`config.mk`:
```
export PLATFORM = sky130hd
export DESIGN_NAME = led_blink_breathe_effect_fsm_core
export DESIGN_NICKNAME = d
export VERILOG_FILES = /design/src/hdl/lbe_pkg.sv /design/src/hdl/lbe_csr.sv /design/src/hdl/lbe_step.sv /design/src/hdl/led_blink_breathe_effect_fsm_core.sv
export SDC_FILE = /design/constraint.sdc
export NUM_CORES = 1
export LEC_CHECK = 0
export ABC_AREA = 0
export ABC_CLOCK_PERIOD_IN_PS = 7800
export BUFFER_PORTS_ARGS = -buffer_cell sky130_fd_sc_hd__buf_4
export CAP_MARGIN = 25
export CORE_ASPECT_RATIO = 1.1
export CORE_UTILIZATION = 50
export CTS_BUF_LIST = sky130_fd_sc_hd__clkbuf_4
export DETAILED_ROUTE_END_ITERATION = 6
export PLACE_DENSITY = 0.68
export SYNTH_ARGS = -nofsm -noshare
export SYNTH_HDL_FRONTEND = slang
export SYNTH_HIERARCHICAL = 1
export SYNTH_SLANG_ARGS = --single-unit
```
`constraint.sdc`:
```
create_clock -name clock -period 7.8 [get_ports clock]
set_input_delay 0.39 -clock clock [delete_from_list [all_inputs] [get_ports clock]]
set_output_delay 0.39 -clock clock [all_outputs]
set_load 0.005 [all_outputs]
```
`src/hdl/lbe_pkg.sv`:
```
package lbe_pkg;

   // Width of the free-running millisecond time stamp.
   localparam int unsigned TIME_WIDTH = 32;

   // Effect codes, as carried on the request and reported on the response.
   typedef enum logic [3:0] {
      EFFECT_OFF           = 4'd0,
      EFFECT_RED           = 4'd1,
      EFFECT_GREEN         = 4'd2,
      EFFECT_BLUE          = 4'd3,
      EFFECT_BLINK_RED     = 4'd4,
      EFFECT_BLINK_GREEN   = 4'd5,
      EFFECT_BLINK_BLUE    = 4'd6,
      EFFECT_BREATHE_RED   = 4'd7,
      EFFECT_BREATHE_GREEN = 4'd8,
      EFFECT_BREATHE_BLUE  = 4'd9
   } effect_type;

   // Configuration register indexes.
   localparam logic [2:0] CSR_BLINK_INTERVAL_MS = 3'd0;
   localparam logic [2:0] CSR_BLINK_COUNT       = 3'd1;
   localparam logic [2:0] CSR_BREATH_STEP_MS    = 3'd2;
   localparam logic [2:0] CSR_BREATH_STEP_SIZE  = 3'd3;
   localparam logic [2:0] CSR_BREATH_COUNT      = 3'd4;

   localparam int unsigned CSR_INDEX_WIDTH = 3;
   localparam int unsigned CSR_DATA_WIDTH  = 16;

   // Reset values of the configuration registers.
   localparam logic [15:0] BLINK_INTERVAL_RESET = 16'd200;
   localparam logic [7:0]  BLINK_COUNT_RESET    = 8'd5;
   localparam logic [15:0] BREATH_STEP_RESET    = 16'd30;
   localparam logic [7:0]  BREATH_SIZE_RESET    = 8'd20;
   localparam logic [7:0]  BREATH_COUNT_RESET   = 8'd3;

   localparam logic [7:0]  FULL_BRIGHTNESS = 8'd255;

   localparam logic [23:0] COLOUR_BLACK = 24'h000000;
   localparam logic [23:0] COLOUR_RED   = 24'hFF0000;
   localparam logic [23:0] COLOUR_GREEN = 24'h00FF00;
   localparam logic [23:0] COLOUR_BLUE  = 24'h0000FF;

   typedef struct packed {
      logic [TIME_WIDTH-1:0] now_ms;
      logic [3:0]            requested_effect;
   } req_type;

   typedef struct packed {
      logic        strip_update;
      logic [23:0] pixel_colour;
      logic [7:0]  pixel_brightness;
      logic [3:0]  current_effect;
   } rsp_type;

   typedef struct packed {
      logic [15:0] blink_interval_ms;
      logic [7:0]  blink_count;
      logic [15:0] breath_step_ms;
      logic [7:0]  breath_step_size;
      logic [7:0]  breath_count;
   } cfg_type;

   typedef struct packed {
      effect_type            active_effect;
      logic [TIME_WIDTH-1:0] last_step_time;
      logic                  blink_lit;
      logic [7:0]            blinks_left;
      logic [7:0]            breath_level;
      logic                  breath_rising;
      logic [7:0]            breaths_left;
      logic [7:0]            applied_brightness;
   } fx_state_type;

   function automatic logic [23:0] effect_colour(input effect_type e);
      logic [23:0] c;
      case (e)
         EFFECT_RED, EFFECT_BLINK_RED, EFFECT_BREATHE_RED:       c = COLOUR_RED;
         EFFECT_GREEN, EFFECT_BLINK_GREEN, EFFECT_BREATHE_GREEN: c = COLOUR_GREEN;
         EFFECT_BLUE, EFFECT_BLINK_BLUE, EFFECT_BREATHE_BLUE:    c = COLOUR_BLUE;
         default:                                                c = COLOUR_BLACK;
      endcase
      return c;
   endfunction

endpackage

```
`src/hdl/lbe_csr.sv`:
```
module lbe_csr (
   input  logic                                 clock,
   input  logic                                 reset,
   input  logic                                 csr_we,
   input  logic [lbe_pkg::CSR_INDEX_WIDTH-1:0]  csr_index,
   input  logic [lbe_pkg::CSR_DATA_WIDTH-1:0]   csr_wdata,
   output lbe_pkg::cfg_type                     cfg
);

   lbe_pkg::cfg_type cfg_ff;
   lbe_pkg::cfg_type cfg_in;

   always_comb begin
      cfg_in = cfg_ff;
      if (csr_we) begin
         case (csr_index)
            lbe_pkg::CSR_BLINK_INTERVAL_MS: cfg_in.blink_interval_ms = csr_wdata;
            lbe_pkg::CSR_BLINK_COUNT:       cfg_in.blink_count       = csr_wdata[7:0];
            lbe_pkg::CSR_BREATH_STEP_MS:    cfg_in.breath_step_ms    = csr_wdata;
            lbe_pkg::CSR_BREATH_STEP_SIZE:  cfg_in.breath_step_size  = csr_wdata[7:0];
            lbe_pkg::CSR_BREATH_COUNT:      cfg_in.breath_count      = csr_wdata[7:0];
            default:                        cfg_in = cfg_ff;
         endcase
      end
   end

   always_ff @(posedge clock) begin
      if (reset) begin
         cfg_ff.blink_interval_ms <= lbe_pkg::BLINK_INTERVAL_RESET;
         cfg_ff.blink_count       <= lbe_pkg::BLINK_COUNT_RESET;
         cfg_ff.breath_step_ms    <= lbe_pkg::BREATH_STEP_RESET;
         cfg_ff.breath_step_size  <= lbe_pkg::BREATH_SIZE_RESET;
         cfg_ff.breath_count      <= lbe_pkg::BREATH_COUNT_RESET;
      end else begin
         cfg_ff <= cfg_in;
      end
   end

   assign cfg = cfg_ff;

endmodule

```
`src/hdl/lbe_step.sv`:
```
module lbe_step (
   input  lbe_pkg::cfg_type      cfg,
   input  lbe_pkg::fx_state_type state_cur,
   input  lbe_pkg::req_type      req,
   output lbe_pkg::fx_state_type state_nxt,
   output lbe_pkg::rsp_type      rsp
);

   lbe_pkg::effect_type                 req_effect;
   lbe_pkg::fx_state_type               st;
   logic                                upd;
   logic [23:0]                         colour;
   logic [lbe_pkg::TIME_WIDTH-1:0]      elapsed;
   logic signed [9:0]                   level_sum;
   logic                                done;

   always_comb begin
      // Codes above the last effect are treated as off.
      if (req.requested_effect > lbe_pkg::EFFECT_BREATHE_BLUE) begin
         req_effect = lbe_pkg::EFFECT_OFF;
      end else begin
         req_effect = lbe_pkg::effect_type'(req.requested_effect);
      end

      st        = state_cur;
      upd       = 1'b0;
      colour    = lbe_pkg::COLOUR_BLACK;
      level_sum = '0;
      done      = 1'b0;

      // A new request restarts the timer and reloads the effect's counters.
      if (req_effect != state_cur.active_effect) begin
         st.active_effect  = req_effect;
         st.last_step_time = req.now_ms;
         st.blink_lit      = 1'b0;
         if (req_effect <= lbe_pkg::EFFECT_BLUE) begin
            upd    = 1'b1;
            colour = lbe_pkg::effect_colour(req_effect);
         end else if (req_effect <= lbe_pkg::EFFECT_BLINK_BLUE) begin
            st.blinks_left = cfg.blink_count;
         end else begin
            st.breaths_left  = cfg.breath_count;
            st.breath_level  = '0;
            st.breath_rising = 1'b1;
         end
      end

      elapsed = req.now_ms - st.last_step_time;

      if (st.active_effect inside {[lbe_pkg::EFFECT_BLINK_RED:lbe_pkg::EFFECT_BLINK_BLUE]})
      begin
         if (elapsed >= lbe_pkg::TIME_WIDTH'(cfg.blink_interval_ms)) begin
            st.last_step_time = req.now_ms;
            st.blink_lit      = !st.blink_lit;
            upd               = 1'b1;
            if (st.blink_lit) begin
               colour = lbe_pkg::effect_colour(st.active_effect);
            end else begin
               colour = lbe_pkg::COLOUR_BLACK;
               if (st.blinks_left != 8'd0) begin
                  st.blinks_left = st.blinks_left - 8'd1;
               end
            end
            if (st.blinks_left == 8'd0) begin
               st.active_effect = lbe_pkg::EFFECT_OFF;
               colour           = lbe_pkg::COLOUR_BLACK;
            end
         end
      end else if (st.active_effect >= lbe_pkg::EFFECT_BREATHE_RED) begin
         if (elapsed >= lbe_pkg::TIME_WIDTH'(cfg.breath_step_ms)) begin
            st.last_step_time = req.now_ms;
            if (st.breath_rising) begin
               level_sum = $signed({2'b00, st.breath_level}) +
                           $signed({2'b00, cfg.breath_step_size});
            end else begin
               level_sum = $signed({2'b00, st.breath_level}) -
                           $signed({2'b00, cfg.breath_step_size});
            end
            if (level_sum >= 10'sd255) begin
               st.breath_level  = 8'd255;
               st.breath_rising = 1'b0;
            end else if (level_sum <= 10'sd0) begin
               st.breath_level  = 8'd0;
               st.breath_rising = 1'b1;
               if (st.breaths_left <= 8'd1) begin
                  st.breaths_left = 8'd0;
                  done            = 1'b1;
               end else begin
                  st.breaths_left = st.breaths_left - 8'd1;
               end
            end else begin
               st.breath_level = level_sum[7:0];
            end
            upd = 1'b1;
            if (done) begin
               st.active_effect = lbe_pkg::EFFECT_OFF;
               colour           = lbe_pkg::COLOUR_BLACK;
            end else begin
               st.applied_brightness = st.breath_level;
               colour                = lbe_pkg::effect_colour(st.active_effect);
            end
         end
      end

      state_nxt            = st;
      rsp.strip_update     = upd;
      rsp.pixel_colour     = upd ? colour : lbe_pkg::COLOUR_BLACK;
      rsp.pixel_brightness = st.applied_brightness;
      rsp.current_effect   = st.active_effect;
   end

endmodule

```
`src/hdl/led_blink_breathe_effect_fsm_core.sv`:
```
// Channel  Direction  Handshake                Payload
// req      in         req_valid / req_ready    req_data   (lbe_pkg::req_type)
// rsp      out        rsp_valid / rsp_ready    rsp_data   (lbe_pkg::rsp_type)
// csr      in         csr_we, no wait          csr_index, csr_wdata
//
// Every request gives exactly one response, passing first through the input register
// and then into the response register; one request per clock is sustained while the
// response side is not stalled. A single step stage lies between the input register and
// the response register: the effect state is updated at the same edge as the response.
// Reset is synchronous and active high; it restores the register defaults, selects
// the off effect and full brightness, and empties both pipeline registers.
// A stalled response holds in its register while one more request may wait in
// the input register; further requests are held off by req_ready.
module led_blink_breathe_effect_fsm_core (
   input  logic                                clock,
   input  logic                                reset,
   input  logic                                req_valid,
   output logic                                req_ready,
   input  lbe_pkg::req_type                    req_data,
   output logic                                rsp_valid,
   input  logic                                rsp_ready,
   output lbe_pkg::rsp_type                    rsp_data,
   input  logic                                csr_we,
   input  logic [lbe_pkg::CSR_INDEX_WIDTH-1:0] csr_index,
   input  logic [lbe_pkg::CSR_DATA_WIDTH-1:0]  csr_wdata
);

   lbe_pkg::cfg_type      cfg;

   // Input register: holds the accepted request until the step stage consumes it.
   logic                  s1_valid_ff;
   logic                  s1_valid_in;
   lbe_pkg::req_type      s1_data_ff;

   // Effect state that persists from one request to the next.
   lbe_pkg::fx_state_type fx_ff;
   lbe_pkg::fx_state_type fx_in;

   // Response register.
   logic                  rsp_valid_ff;
   logic                  rsp_valid_in;
   lbe_pkg::rsp_type      rsp_data_ff;
   lbe_pkg::rsp_type      step_rsp;

   logic                  advance;
   logic                  req_take;

   lbe_csr u_csr (
      .clock     (clock),
      .reset     (reset),
      .csr_we    (csr_we),
      .csr_index (csr_index),
      .csr_wdata (csr_wdata),
      .cfg       (cfg)
   );

   lbe_step u_step (
      .cfg       (cfg),
      .state_cur (fx_ff),
      .req       (s1_data_ff),
      .state_nxt (fx_in),
      .rsp       (step_rsp)
   );

   // The step stage fires when it holds a request and the response register is
   // free or is being emptied in this cycle.
   assign advance   = s1_valid_ff && (!rsp_valid_ff || rsp_ready);
   assign req_ready = !s1_valid_ff || advance;
   assign req_take  = req_valid && req_ready;

   assign s1_valid_in  = req_take || (s1_valid_ff && !advance);
   assign rsp_valid_in = advance || (rsp_valid_ff && !rsp_ready);

   always_ff @(posedge clock) begin
      if (reset) begin
         s1_valid_ff  <= 1'b0;
         rsp_valid_ff <= 1'b0;
         fx_ff.active_effect      <= lbe_pkg::EFFECT_OFF;
         fx_ff.last_step_time     <= '0;
         fx_ff.blink_lit          <= 1'b0;
         fx_ff.blinks_left        <= '0;
         fx_ff.breath_level       <= '0;
         fx_ff.breath_rising      <= 1'b1;
         fx_ff.breaths_left       <= '0;
         fx_ff.applied_brightness <= lbe_pkg::FULL_BRIGHTNESS;
      end else begin
         s1_valid_ff  <= s1_valid_in;
         rsp_valid_ff <= rsp_valid_in;
         if (advance) begin
            fx_ff <= fx_in;
         end
      end
   end

   // Payload registers carry no reset.
   always_ff @(posedge clock) begin
      if (req_take) begin
         s1_data_ff <= req_data;
      end
      if (advance) begin
         rsp_data_ff <= step_rsp;
      end
   end

   assign rsp_valid = rsp_valid_ff;
   assign rsp_data  = rsp_data_ff;

endmodule

```
### Yosys cells after proc, flatten, opt, wreduce, memory -nomap -nowiden

Memories as Yosys holds them, arrays and structs flattened.
Cells that the tools add are included.

* output and inout port bits: 39
* register bits after elaboration: 201
* memory bits (read-only): 1152
* memories kept: 3
* logic and storage cells: 117

* add/sub/neg operators: 5
* reductions and logical operators: 22
* magnitude comparators: 11
* muxes and demuxes: 50
* eq/ne operators: 5

Memories
* (name not given): depth 16, bits a word 24, read ports 1, clocked after memory_dff 0, wr ports 0, RTL line lbe_pkg.sv:77 `case (e)`
* (name not given): depth 16, bits a word 24, read ports 1, clocked after memory_dff 0, wr ports 0, RTL line lbe_pkg.sv:77
* (name not given): depth 16, bits a word 24, read ports 1, clocked after memory_dff 0, wr ports 0, RTL line lbe_pkg.sv:77

Operator list (count)
* two-way mux 24 bit: 9
* two-way mux 36 bit: 3
* two-way mux 25 bit: 4
* two-way mux 8 bit: 9
* greater-or-equal comparator 32 x 16 -> 1 bit: 2
* two-way mux 62 bit: 1
* two-way mux 45 bit: 1
* two-way mux 10 bit: 4
* subtractor 32 bit: 1
* two-way mux 9 bit: 3
* two-way mux 17 bit: 1
* subtractor 8 x 1 -> 8 bit (second input constant): 2
* two-way mux 1 bit: 12
* two-way mux 4 bit: 3
* greater-or-equal comparator 10 x 9 -> 1 bit (second input constant): 1
* <= comparator 10 x 1 -> 1 bit (second input constant): 1
* AND reduction 2 bit: 5
* adder 8 x 8 -> 9 bit: 1
* subtractor 8 x 8 -> 9 bit: 1
* greater-or-equal comparator 4 x 3 -> 1 bit (second input constant): 2
* <= comparator 4 x 3 -> 1 bit (second input constant): 2
* <= comparator 8 x 1 -> 1 bit (second input constant): 1
* logical NOT 8 bit: 1
* nonzero test 8 bit: 1
* other kinds (10): 22

### Depth between registers and ports, before layout

Gate-level depths: netlist of run 1.

* word-level depth: 21
* mapped depth: 33
* mapped depth without buffers: 27

### By module

The synthesis of run 1 kept the hierarchy.

Modules (own cells, without submodules)
* lbe_step: area an instance 6627.6 um^2, cells an instance 1001, instances 1
* led_blink_breathe_effect_fsm_core: area an instance 5442.7 um^2, cells an instance 386, instances 1
* lbe_csr: area an instance 2280.9 um^2, cells an instance 214, instances 1

### Least setup slack after synthesis of run 1

Ideal clock, no wire load.

* kind: register to register
* start: reg s1_data_ff[2] in the netlist's numbering
* end: reg rsp_data_ff (netlist bit rsp_data[36]), data pin
* slack: 1096 ps
* cell stages (with the launch flop): 27
* library setup time: 251 ps
* data arrival time: 6453 ps
* buffers on the path: 8
* cells stage by stage: edfxtp_1 or3b_4 nor4b_2 a211oi_1 buf_2 nor2_1 clkbuf_1 clkbuf_1 buf_1 a21oi_1 ha_1 clkbuf_1 a21oi_1 o21ai_0 a221o_1 a21o_1 a2111o_1 a31o_2 o311a_1 or4_1 or4_4 and4b_1 buf_4 o21ai_4 buf_6 or2_1 buf_4

* longest elaborated chain between the ends: 9
* elaborated cells between the ends (all ways): 18

Ends and longest elaborated chain
* from (decl): RTL line led_blink_breathe_effect_fsm_core.sv:33 `lbe_pkg::req_type s1_data_ff;`
* from (signal assigned): RTL line led_blink_breathe_effect_fsm_core.sv:98 `s1_data_ff <= req_data;`
* greater-than comparator 4 bit: RTL line lbe_step.sv:19 `if (req.requested_effect > lbe_pkg::EFFECT_BREATHE_BLUE) begin`
* two-way mux 4 bit (*): RTL line lbe_step.sv:19
* inequality test 4 bit: RTL line lbe_step.sv:32 `if (req_effect != state_cur.active_effect) begin`
* two-way mux 62 bit: RTL line lbe_step.sv:32
* subtractor 32 bit: RTL line lbe_step.sv:48 `elapsed = req.now_ms - st.last_step_time;`
* greater-or-equal comparator 32 x 16 -> 1 bit: RTL line lbe_step.sv:70 `if (elapsed >= lbe_pkg::TIME_WIDTH'(cfg.breath_step_ms)) begin`
* two-way mux 1 bit: RTL line lbe_step.sv:70
* two-way mux 1 bit: RTL line lbe_step.sv:69 `end else if (st.active_effect >= lbe_pkg::EFFECT_BREATHE_RED) begin`
* two-way mux 1 bit (*): RTL line lbe_step.sv:50 `if (st.active_effect inside {[lbe_pkg::EFFECT_BLINK_RED:lbe_pkg::EFFECT_BLINK_BLUE]})`
* named net u_step.upd: RTL line lbe_step.sv:11 `logic upd;`
* to (signal assigned): RTL line led_blink_breathe_effect_fsm_core.sv:101 `rsp_data_ff <= step_rsp;`
* to (decl): RTL line led_blink_breathe_effect_fsm_core.sv:42 `lbe_pkg::rsp_type rsp_data_ff;`

Mark *: on every way through the listed nets, which the timed path passes. The rest lies on a longest branch.
A chain may end at the register's enable or synchronous reset.

==> flow_metrics.py, run 1 <==
metrics = {
    "synthesis": {
        "synth_area_leaders": "dfxtp_1 (18%), edfxtp_1 (15%), mux2i_1 (12%), nand2b_1 (8.8%), ha_1 (7.1%)",
        "async_flop_share_pct": 0,
        "synth_top_area_share_pct": 17.9,
        "synth_fp_nets": 1745,
        "yosys-top-cells-count": "nand2b_1 (202), mux2i_1 (174), nor2_1 (132), dfxtp_1 (128), inv_1 (95)",
        "synth_area_um2": 14400,
        "yosysSeqAreaShare_pct": 33.1,
        "synth-edff-count": 73,
        "synthCells": 1601,
        "synth.distinct_cells": 91,
        "ys.flop_type": "dfxtp_1",
        "ys_ff_latch": 201,
        "synth_most_common_cell": "nand2b_1",
        "synth_top_area_cell": "dfxtp_1",
        "yosysWarnings": 6,
        "syn_area_per_cell_um2": 8.96,
    },
    "detailed_routing": {
        "vias": 11694,
        "met1Wirelength_um": 14500,
        "wl_met3_um": 1550,
        "drt_iter0_drc": 738,
        "viasPerCell": 5.52,
        "ant_nets": 0,
        "top_layer_used": "met4",
        "drc": 0,
        "routed-wl-met2_um": 16400,
        "drt-total-wl_um": 33600,
        "drtPass1Iterations": 6,
        "routedWlPerCell_um": 15.9,
    },
    "worst_setup_path": {
        "path_buf_inv": 2,
        "worst_setup_path_end_kind": "register",
        "worst-setup-path-type": "register to register",
        "critical_path.cell_chain": "or3b_4, nor4b_2, a211oi_1, nor2_4, buf_4, a21oi_1, ha_1, and3_1, nand3_1, a2111oi_0, a21o_1, a21oi_2, o311a_1, or4_1, or4_4, and4b_1, buf_4, o21ai_4, mux2_1, nand2b_1, mux2i_1",
        "cp-start-kind": "register",
        "cp.required_ps": 8290,
        "slowest_stage": "a2111oi_0",
        "crit_top_cell": "buf_4",
        "worstPathMaxFanout": 21,
        "max_stage_delay_ps": 750,
        "critical-path-top-delay-family": "simple AND/OR/NAND/NOR gates",
        "critPathArrivalTime_ps": 7600,
    },
    "cts": {
        "clock-sinks": 201,
        "numCtsBuffers": 54,
        "cts_tree": "built",
        "root_buffer": "clkbuf_4",
        "clk_pin_slew_ps": 60,
        "clock_latency_ps": 660,
        "htree_levels": 2,
        "cts_buffer_depth": 3,
    },
    "worst_hold_path": {
        "hp-class": "input pin to register",
    },
    "layout": {
        "multi_input_area_um2": 8550,
        "final_nets": 1858,
        "register_area_um2": 4750,
        "drive_above_1_share_pct": 13.7,
        "area_growth_pct": 12.6,
        "utilization_pct": 57.6,
        "n_fill_cell": 2541,
    },
    "floorplan": {
        "die_x_um": 164,
        "dieArea_um2": 29400,
        "fp.dieH_um": 180,
        "io_pins": 99,
        "start_util_pct": 51.2,
        "row_count": 64,
        "core_um2": 28000,
    },
    "timing": {
        "relSlewSlack_pct": 38.2,
        "tightest_slew_ps": 924,
        "setup-tns-final_ps": 0,
        "hold_viol": 0,
        "slew_viol_final": 0,
        "post-route-period-util_pct": 91.2,
        "fin_crit_ps": 7110,
        "fin_ws_ps": 686,
        "setup_viol": 0,
        "fin_skew_ps": 23.2,
        "rsz0062_at_grt": "no",
        "fmax_mhz": 141,
        "hold_slack_ps": 57.6,
    },
    "grt": {
        "grt_max_degree": 150,
        "grtUsageTotal_pct": 22.7,
        "antenna_found_initial": 1,
        "grt_pass1_wl_um": 55000,
        "grt-ovfl-total": 0,
        "grt_pass1_vias": 11506,
    },
    "placed_design": {
        "numPortBuffers": 98,
        "dpl_worst_slack_ps": 598,
        "hpwl_um": 24100,
        "place_congestion": 0.893,
    },
    "outcome": {
        "status": "completed",
    },
    "pwr": {
        "ir_worst_vdd_mv": 0.127,
        "p_per_area_nw_per_um2": 172,
        "leakage_nw": 6.70,
    },
    "run": {
        "maxCapViolations": 0,
    },
}
==> state kept, by name, indices dropped and copies added, names as in the netlist <==
name and count:
rsp_data 37, rsp_valid 1, s1_valid_ff 1, s1_data_ff 36
u_csr/cfg 56, fx_ff 70
==> repair_timing <==
| item | CTS | global route |
|---|---|---|
| buffers inserted | 0 | 0 |
| endpoints found under the setup margin | 0 | 3 |
| resized for setup | 0 | 1 |
| hold buffers | 47 | 0 |
| hold endpoints to repair | 53 | 0 |
==> power breakdown <==
group	switching (mW)	total, mW	internal (mW)	leakage [nW]
logic	0.415	0.731	0.316	4.58
clock network	0.437	0.890	0.454	0.393
registers	0.0310	1.16	1.13	1.73
total	0.882	2.79	1.90	6.70
==> kinds of logic (layout without fill, tap and decap cells) <==
logic type | count (synthesis) | in the layout | share of synthesized area [%]
other cells | 0 | 1 | 0
compound gates | 288 | 288 | 13.4
mux | 186 | 186 | 13.2
xor+xnor | 38 | 38 | 2.32
fa+ha+maj | 96 | 96 | 8.27
flops | 201 | 201 | 33.1
buf+inv | 204 | 356 | 7.54
simple gates | 588 | 588 | 22.2
==> cell type report <==
type	instances	area share (%)
Antenna cell	1	0.0155
Clock buffer	77	3.58
Clock inverter	18	0.472
Inverter	95	2.21
Multi-Input combinational cell	1196	52.9
Sequential cell	201	29.4
Tap cell	363	2.81
Timing Repair Buffer	166	8.57
==> worst min-delay path: cells and delay by family <==
family | cells | cell delay [ps]
buffers and inverters | 1 | 80
multiplexers | 1 | 140
AND/OR/NAND/NOR | 1 | 30
==> path summary, 6_finish.rpt <==
path                 start       endpoint  slack (ps)  depth (start not counted)
min           csr_wdata[6]  u_csr/cfg[46]          60                          3
min reg2reg      fx_ff[18]      fx_ff[18]         470                          2
max reg2reg  s1_data_ff[2]      fx_ff[34]         690                         21
max          s1_data_ff[2]      fx_ff[34]         690                         21
==> per-stage QoR <==
stage / power, mW / instance area, um^2 / instances
final: 2.79 / 16200 / 2117
after global routing: 2.96 / 16200 / 2117
after CTS: 2.82 / 16100 / 2115
after detailed placement: 1.89 / 15000 / 1973
after global placement: 1.88 / 15000 / 1972
after floorplan: 1.71 / 14400 / 1601
==> metal layers <==
| metal | up-vias | global-route usage (%) |
|---|---|---|
| met5 | - | 0 |
| li1 | 5865 | - |
| met1 | 5443 | 27.8 |
| met3 | 82 | 3.23 |
| met4 | 0 | 9.19 |
| met2 | 304 | 39.6 |
==> layout by cell type (no fill, tap or decap), drive strengths merged, types with 5 or more instances in the layout <==
cell	instances
a211o	5
a211oi	11
a21o	29
a21oi	89
a221oi	5
a31oi	5
and2	10
and3	8
buf	119
clkbuf	77
clkinv	16
dfxtp	128
dlygate4sd3	47
edfxtp	73
ha	82
inv	96
maj3	12
mux2	12
mux2i	174
nand2	78
nand2b	202
nand3	28
nand4	12
nor2	132
nor2b	29
nor3	38
nor4	8
o2111ai	5
o211ai	8
o21ai	59
o21bai	9
o22ai	5
o2bb2ai	5
o31ai	8
o41ai	7
or2	7
or3	8
or4	5
xnor2	25
xor2	13
Note: power is estimated with default switching activity, not from simulation.
==> run 2, diff against run 1 <==
--- a/config.mk
+++ b/config.mk
@@ -16,5 +16,4 @@
 export PLACE_DENSITY = 0.68
 export SYNTH_ARGS = -nofsm -noshare
 export SYNTH_HDL_FRONTEND = slang
-export SYNTH_HIERARCHICAL = 1
 export SYNTH_SLANG_ARGS = --single-unit
==> flow_metrics.py, run 2 <==
metrics = {
    "worst_setup_path": {
        "rr_endpoint": "fx_ff[43]",
        "rr_worst_depth": 22,
        "r2r_start": "s1_data_ff[2]",
        "cp-start-kind": "register",
        "worst_setup_path_end_kind": "register",
        "worst-setup-path-type": "register to register",
        "rrSetupSlack_ps": 1290,
        "worstPathMaxFanout": 48,
        "critPathArrivalTime_ps": 7010,
        "cp.required_ps": 8300,
    },
    "placed_design": {
        "numPortBuffers": 98,
        "dp_cells": 1944,
        "hpwl_um": 26500,
        "place_congestion": 0.963,
    },
    "floorplan": {
        "start_util_pct": 51.5,
        "core_um2": 25500,
        "io_pins": 99,
        "die_x_um": 156,
        "fp.dieH_um": 172,
        "row_count": 61,
        "dieArea_um2": 26900,
    },
    "layout": {
        "drive_above_1_share_pct": 11.3,
        "layout.cells.non_filler": 2025,
        "largest_register": "fx_ff",
        "n_fill_cell": 2419,
        "layout_common_cells": "nand2_1 (172), dfxtp_1 (128), a21oi_1 (121), buf_4 (114), nand3_1 (94)",
        "final_nets": 1812,
        "utilization_pct": 57.5,
        "final_common_cell": "nand2_1",
        "area_growth_pct": 11.7,
        "largest_register_ffs": 70,
    },
    "cts": {
        "numCtsBuffers": 17,
        "clock-sinks": 180,
        "hold_buffers": 48,
        "clk_pin_slew_ps": 180,
        "clock_latency_ps": 630,
        "postCtsResizedCells": 0,
        "cts_buffer_depth": 2,
        "cts_tree": "built",
        "root_buffer": "clkbuf_4",
        "cts_setup_buffers": 0,
        "htree_levels": 4,
    },
    "synthesis": {
        "ys.flop_type": "dfxtp_1",
        "yosys-top-cells-count": "nand2_1 (172), dfxtp_1 (128), a21oi_1 (121), nand3_1 (94), nor2_1 (91)",
        "synth.distinct_cells": 94,
        "async_flop_share_pct": 0,
        "yosysSeqAreaShare_pct": 31.4,
        "syn_area_per_cell_um2": 8.20,
        "synth_area_um2": 13100,
        "ys_ff_latch": 180,
        "synth_fp_nets": 1747,
        "synth_top_area_share_pct": 19.5,
        "synth_top_area_cell": "dfxtp_1",
        "synth-edff-count": 52,
        "synthCells": 1600,
        "synth_most_common_cell": "nand2_1",
        "yosysWarnings": 0,
        "synth_area_leaders": "dfxtp_1 (20%), edfxtp_1 (12%), ha_1 (8.1%), nand2_1 (4.9%), a21oi_1 (4.6%)",
    },
    "detailed_routing": {
        "drt_iter0_drc": 823,
        "drtPass1Iterations": 5,
        "vias": 12251,
        "ant_nets": 0,
        "drt-total-wl_um": 37000,
        "viasPerCell": 6.05,
        "routedWlPerCell_um": 18.3,
        "drc": 0,
    },
    "timing": {
        "fmax_mhz": 154,
        "tightest_slew_ps": 975,
        "relSlewSlack_pct": 35.0,
        "rsz0062_at_grt": "no",
        "post-route-period-util_pct": 83.5,
        "setup_viol": 0,
        "fin_crit_ps": 6510,
        "setup-tns-final_ps": 0,
        "fin_skew_ps": 34.8,
        "hold_viol": 0,
        "slew_viol_final": 0,
    },
    "pwr": {
        "leakage_nw": 6.09,
        "p_seq_share_pct": 44.0,
        "ir_worst_vdd_mv": 0.0831,
        "power_frac_comb_pct": 33.2,
        "switching_share_pct": 38.5,
        "p_per_area_nw_per_um2": 165,
        "internal_power_mw": 1.49,
        "switching_power_mw": 0.929,
        "clkPwrFrac_pct": 22.8,
    },
    "grt": {
        "antenna_found_initial": 1,
        "grt_pass1_wl_um": 59200,
        "grt_max_degree": 97,
        "grt_pass1_vias": 11273,
        "grt-ovfl-total": 0,
        "grtUsageTotal_pct": 27.7,
    },
    "run": {
        "maxCapViolations": 0,
    },
    "worst_hold_path": {
        "hold_path_end": "u_csr.cfg[0]",
        "hp-class": "input pin to register",
        "hp-start": "csr_wdata[0]",
        "hold_depth": 3,
    },
    "outcome": {
        "status": "completed",
    },
}
run 2: changes by cell type after synthesis, sizes merged, moves of 35 or more:
| cell | delta |
|---|---|
| and3 | +59 |
| o21ai | +35 |
| mux2i | -130 |
| nor2 | -41 |
| nand3 | +66 |
| nand2b | -176 |
| nand2 | +94 |
run 2: power groups by stage:
stage | Combinational, mW | Sequential (mW) | Clock, mW
4_1_cts | 0.792 | 1.06 | 0.564
3_5_place_dp | 0.770 | 1.08 | 0
3_3_place_gp | 0.759 | 1.08 | 0
5_1_grt | 0.882 | 1.07 | 0.595
6_report | 0.802 | 1.06 | 0.550
2_1_floorplan | 0.574 | 1.06 | 0
run 2: area by class of cell:
cell class              count  area [um^2]  area share (%)
well taps                 346          433            2.95
clock inverters            14          161            1.10
multi-input cells        1229         8180            55.8
diodes                      1         2.50          0.0171
inverters                  75          282            1.92
repair buffers            162         1340            9.12
clock buffers              18          135           0.922
flip-flops and latches    180         4120            28.1
run 2: how the worst max path moves through the flow:
stage | startpoint | to
after floorplan | s1_data_ff[2] | rsp_data[36]
after global placement | s1_data_ff[2] | fx_ff[37]
after detailed placement | s1_data_ff[2] | fx_ff[7]
after CTS | s1_data_ff[2] | fx_ff[52]
after global routing | s1_data_ff[2] | fx_ff[50]
final | s1_data_ff[2] | fx_ff[43]
run 2: kinds of logic (layout without fill, tap and decap cells):
| kind of cell | count (synthesis) | count (layout) | synth area share, % |
|---|---|---|---|
| compound gates | 454 | 454 | 24.3 |
| xor+xnor | 39 | 39 | 2.60 |
| fa+ha+maj | 87 | 87 | 8.41 |
| buf+inv | 191 | 269 | 6.27 |
| flops | 180 | 180 | 31.4 |
| mux | 52 | 52 | 4.04 |
| other cells | 0 | 1 | 0 |
| simple gates | 597 | 597 | 23.0 |
run 2: critical path: stages (launching register included):
cell and delay (ps):
edfxtp_1 590, xor2_1 210, or4_4 550, a21oi_4 330, buf_4 500, o21ai_0 180, ha_1 330, a2bb2oi_2 220
nor2_1 250, nand2_1 140, a221o_1 390, ha_1 200, a21o_1 150, a21o_1 180, a2111o_1 400, a21oi_1 140
o31ai_1 140, nor4_1 220, nand4_1 210, and2_1 390, buf_4 320, o21ai_0 210, nand3_1 100
run 2: metrics by stage:
stage | cell area (um^2) | power, mW | hold WS, ps | worst slack (ps)
2_1_floorplan | 13100 | 1.64 | 431 | 1860
3_3_place_gp | 13900 | 1.84 | 443 | 1490
3_5_place_dp | 13900 | 1.85 | 446 | 1480
4_1_cts | 14600 | 2.42 | 3.83 | 1400
5_1_grt | 14700 | 2.55 | 2.30 | 942
6_report | 14700 | 2.42 | 36.0 | 1290
run 2: routing by layer:
layer	vias up	track usage (%)	share of wire (%)
met1	5800	36.2	44
li1	5984	-	-
met2	415	47.6	49
met3	52	3.68	5.3
met4	0	8.10	2.0
met5	-	0	0
==> run 3, diff against run 2 <==
--- a/config.mk
+++ b/config.mk
@@ -6,14 +6,14 @@
 export NUM_CORES = 1
 export LEC_CHECK = 0
 export ABC_AREA = 0
-export ABC_CLOCK_PERIOD_IN_PS = 7800
+export ABC_CLOCK_PERIOD_IN_PS = 5600
 export BUFFER_PORTS_ARGS = -buffer_cell sky130_fd_sc_hd__buf_4
 export CAP_MARGIN = 25
 export CORE_ASPECT_RATIO = 1.1
 export CORE_UTILIZATION = 50
 export CTS_BUF_LIST = sky130_fd_sc_hd__clkbuf_4
 export DETAILED_ROUTE_END_ITERATION = 6
-export PLACE_DENSITY = 0.68
+export PLACE_DENSITY = 0.71
 export SYNTH_ARGS = -nofsm -noshare
 export SYNTH_HDL_FRONTEND = slang
 export SYNTH_SLANG_ARGS = --single-unit
==> constraint.sdc (replaced) <==
create_clock -name clock -period 5.6 [get_ports clock]
set_input_delay 0.28 -clock clock [delete_from_list [all_inputs] [get_ports clock]]
set_output_delay 0.28 -clock clock [all_outputs]
set_load 0.005 [all_outputs]
==> flow_metrics.py, run 3 (synthesis gave the netlist of run 2 again) <==
metrics = {
    "placed_design": {
        "dp_cells": 1981,
        "numPortBuffers": 98,
        "placed_area_um2": 14200,
        "hpwl_um": 27800,
        "place_congestion": 0.979,
    },
    "detailed_routing": {
        "routedWlPerCell_um": 18.8,
        "drt_iter0_drc": 958,
        "drc": 0,
        "drtPass1Iterations": 5,
        "ant_nets": 0,
        "drt-total-wl_um": 39300,
        "vias": 12807,
        "viasPerCell": 6.13,
    },
    "layout": {
        "multi_input_area_um2": 8400,
        "layout.cells.non_filler": 2089,
        "register_area_um2": 4120,
        "layout_common_cells": "nand2_1 (168), buf_4 (161), dfxtp_1 (128), a21oi_1 (115), nand3_1 (94)",
        "largest_register": "fx_ff",
        "final_nets": 1875,
        "final_common_cell": "nand2_1",
        "largest_register_ffs": 70,
        "n_fill_cell": 2344,
        "design_area_um2": 15400,
        "area_growth_pct": 17.5,
        "utilization_pct": 60.5,
        "drive_above_1_share_pct": 16.2,
    },
    "worst_setup_path": {
        "critPathArrivalTime_ps": 5970,
        "worst-setup-path-type": "register to register",
        "worst_setup_path_end_kind": "register",
        "rr_endpoint": "fx_ff[30]",
        "rrSetupSlack_ps": 180,
        "cp-start-kind": "register",
        "cp.required_ps": 6140,
        "r2r_start": "s1_data_ff[2]",
        "worstPathMaxFanout": 6,
        "rr_worst_depth": 22,
    },
    "pwr": {
        "fin_total_pwr_mw": 3.46,
        "leakage_nw": 6.44,
        "ir_worst_vdd_mv": 0.114,
        "p_per_area_nw_per_um2": 224,
    },
    "grt": {
        "grt-ovfl-total": 0,
        "grt_pass1_wl_um": 61300,
        "grt_max_degree": 83,
        "grtUsageTotal_pct": 28.9,
        "grt_pass1_vias": 11858,
        "antenna_found_initial": 2,
    },
    "cts": {
        "clock-sinks": 180,
        "clock_latency_ps": 640,
        "cts_buffer_depth": 2,
        "htree_levels": 4,
        "cts_tree": "built",
        "numCtsBuffers": 17,
        "root_buffer": "clkbuf_4",
        "clk_pin_slew_ps": 170,
    },
    "timing": {
        "hold_viol": 0,
        "post-route-period-util_pct": 96.9,
        "fin_skew_ps": 20.7,
        "tightest_slew_ps": 966,
        "fmax_mhz": 184,
        "setup_viol": 0,
        "relSlewSlack_pct": 35.6,
        "slew_viol_final": 0,
        "fin_crit_ps": 5420,
        "rsz0062_at_grt": "yes",
    },
    "floorplan": {
        "row_count": 61,
        "core_um2": 25500,
        "io_pins": 99,
        "die_x_um": 156,
        "start_util_pct": 51.5,
        "dieArea_um2": 26900,
        "fp.dieH_um": 172,
    },
    "worst_hold_path": {
        "hold_path_end": "u_csr.cfg[14]",
        "hp-start": "csr_index[1]",
        "hp-class": "input pin to register",
        "hold_depth": 4,
    },
    "run": {
        "maxCapViolations": 0,
    },
    "outcome": {
        "status": "completed",
    },
}
run 3: cell count changes in the layout (fill, tap and decap cells not counted), sizes merged:
| cell | change |
|---|---|
| and2 | +1 |
| buf | +52 |
| clkbuf | +3 |
| clkinv | +1 |
| diode | +1 |
| dlygate4sd3 | +7 |
| inv | -1 |
run 3: cell type report:
class	instances	area share (%)
sequential	180	26.7
antenna	2	0.0325
clock inverter	14	0.771
timing repair buffer	224	12.4
inverter	75	1.84
clock buffer	18	0.876
tap	346	2.81
multi-input combinational	1230	54.5
run 3: power breakdown:
part | switching, mW | internal [mW]
combinational | 0.732 | 0.538
clock | 0.520 | 0.194
sequential | 0.0659 | 1.41
total | 1.32 | 2.14
run 3: per-stage QoR:
| stage | TNS (ps) | hold slack, ps | setup WS (ps) |
|---|---|---|---|
| after floorplan | 0 | 379 | 16.7 |
| after global placement | 0 | 443 | 1.51 |
| after detailed placement | -761 | 450 | -73.6 |
| after CTS | 0 | 133 | 1.24 |
| after global routing | -1870 | 148 | -71.9 |
| final | 0 | 160 | 176 |
run 3: timing repair:
| item | CTS | global route |
|---|---|---|
| hold buffers | 55 | 0 |
| setup buffers | 2 | 13 |
| setup endpoints to repair | 45 | 83 |
| hold endpoints to repair | 94 | 0 |
| gates cloned | 0 | 4 |
| gates resized for setup | 4 | 55 |
| pin swaps | 3 | 27 |
run 3: worst max path at each step:
stage / startpoint / end / slack (ps) / cells after the start
CTS: s1_data_ff[1] / fx_ff[56] / 1 / 23
finish: s1_data_ff[2] / fx_ff[30] / 180 / 22
global placement: s1_data_ff[2] / fx_ff[27] / 2 / 20
floorplan: s1_data_ff[1] / rsp_data[36] / 20 / 28
global route: s1_data_ff[2] / fx_ff[7] / -70 / 24
detailed placement: s1_data_ff[1] / fx_ff[53] / -70 / 23
run 3: critical path, cell delays in order (launching register included):
cell and delay [ps]:
edfxtp_1 420, xor2_1 150, or4_4 520, a21oi_4 240, o21ai_2 110, ha_4 190, o211ai_1 310, a21oi_2 110
o21a_1 240, xnor2_2 200, o21ai_2 100, ha_1 320, a21o_1 180, a21o_1 160, a2111o_1 400, a21oi_2 170
o31ai_4 80, nor4_2 260, nand4_1 300, and2_4 330, buf_12 160, mux2i_1 120, o221a_2 250
run 3: metal layers:
layer	vias up	global-route usage [%]	wire length [um]
met4	0	12.5	1300
met2	445	49.5	19400
met3	93	3.21	1970
li1	6125	-	-
met5	-	0	0
met1	6144	36.8	16600
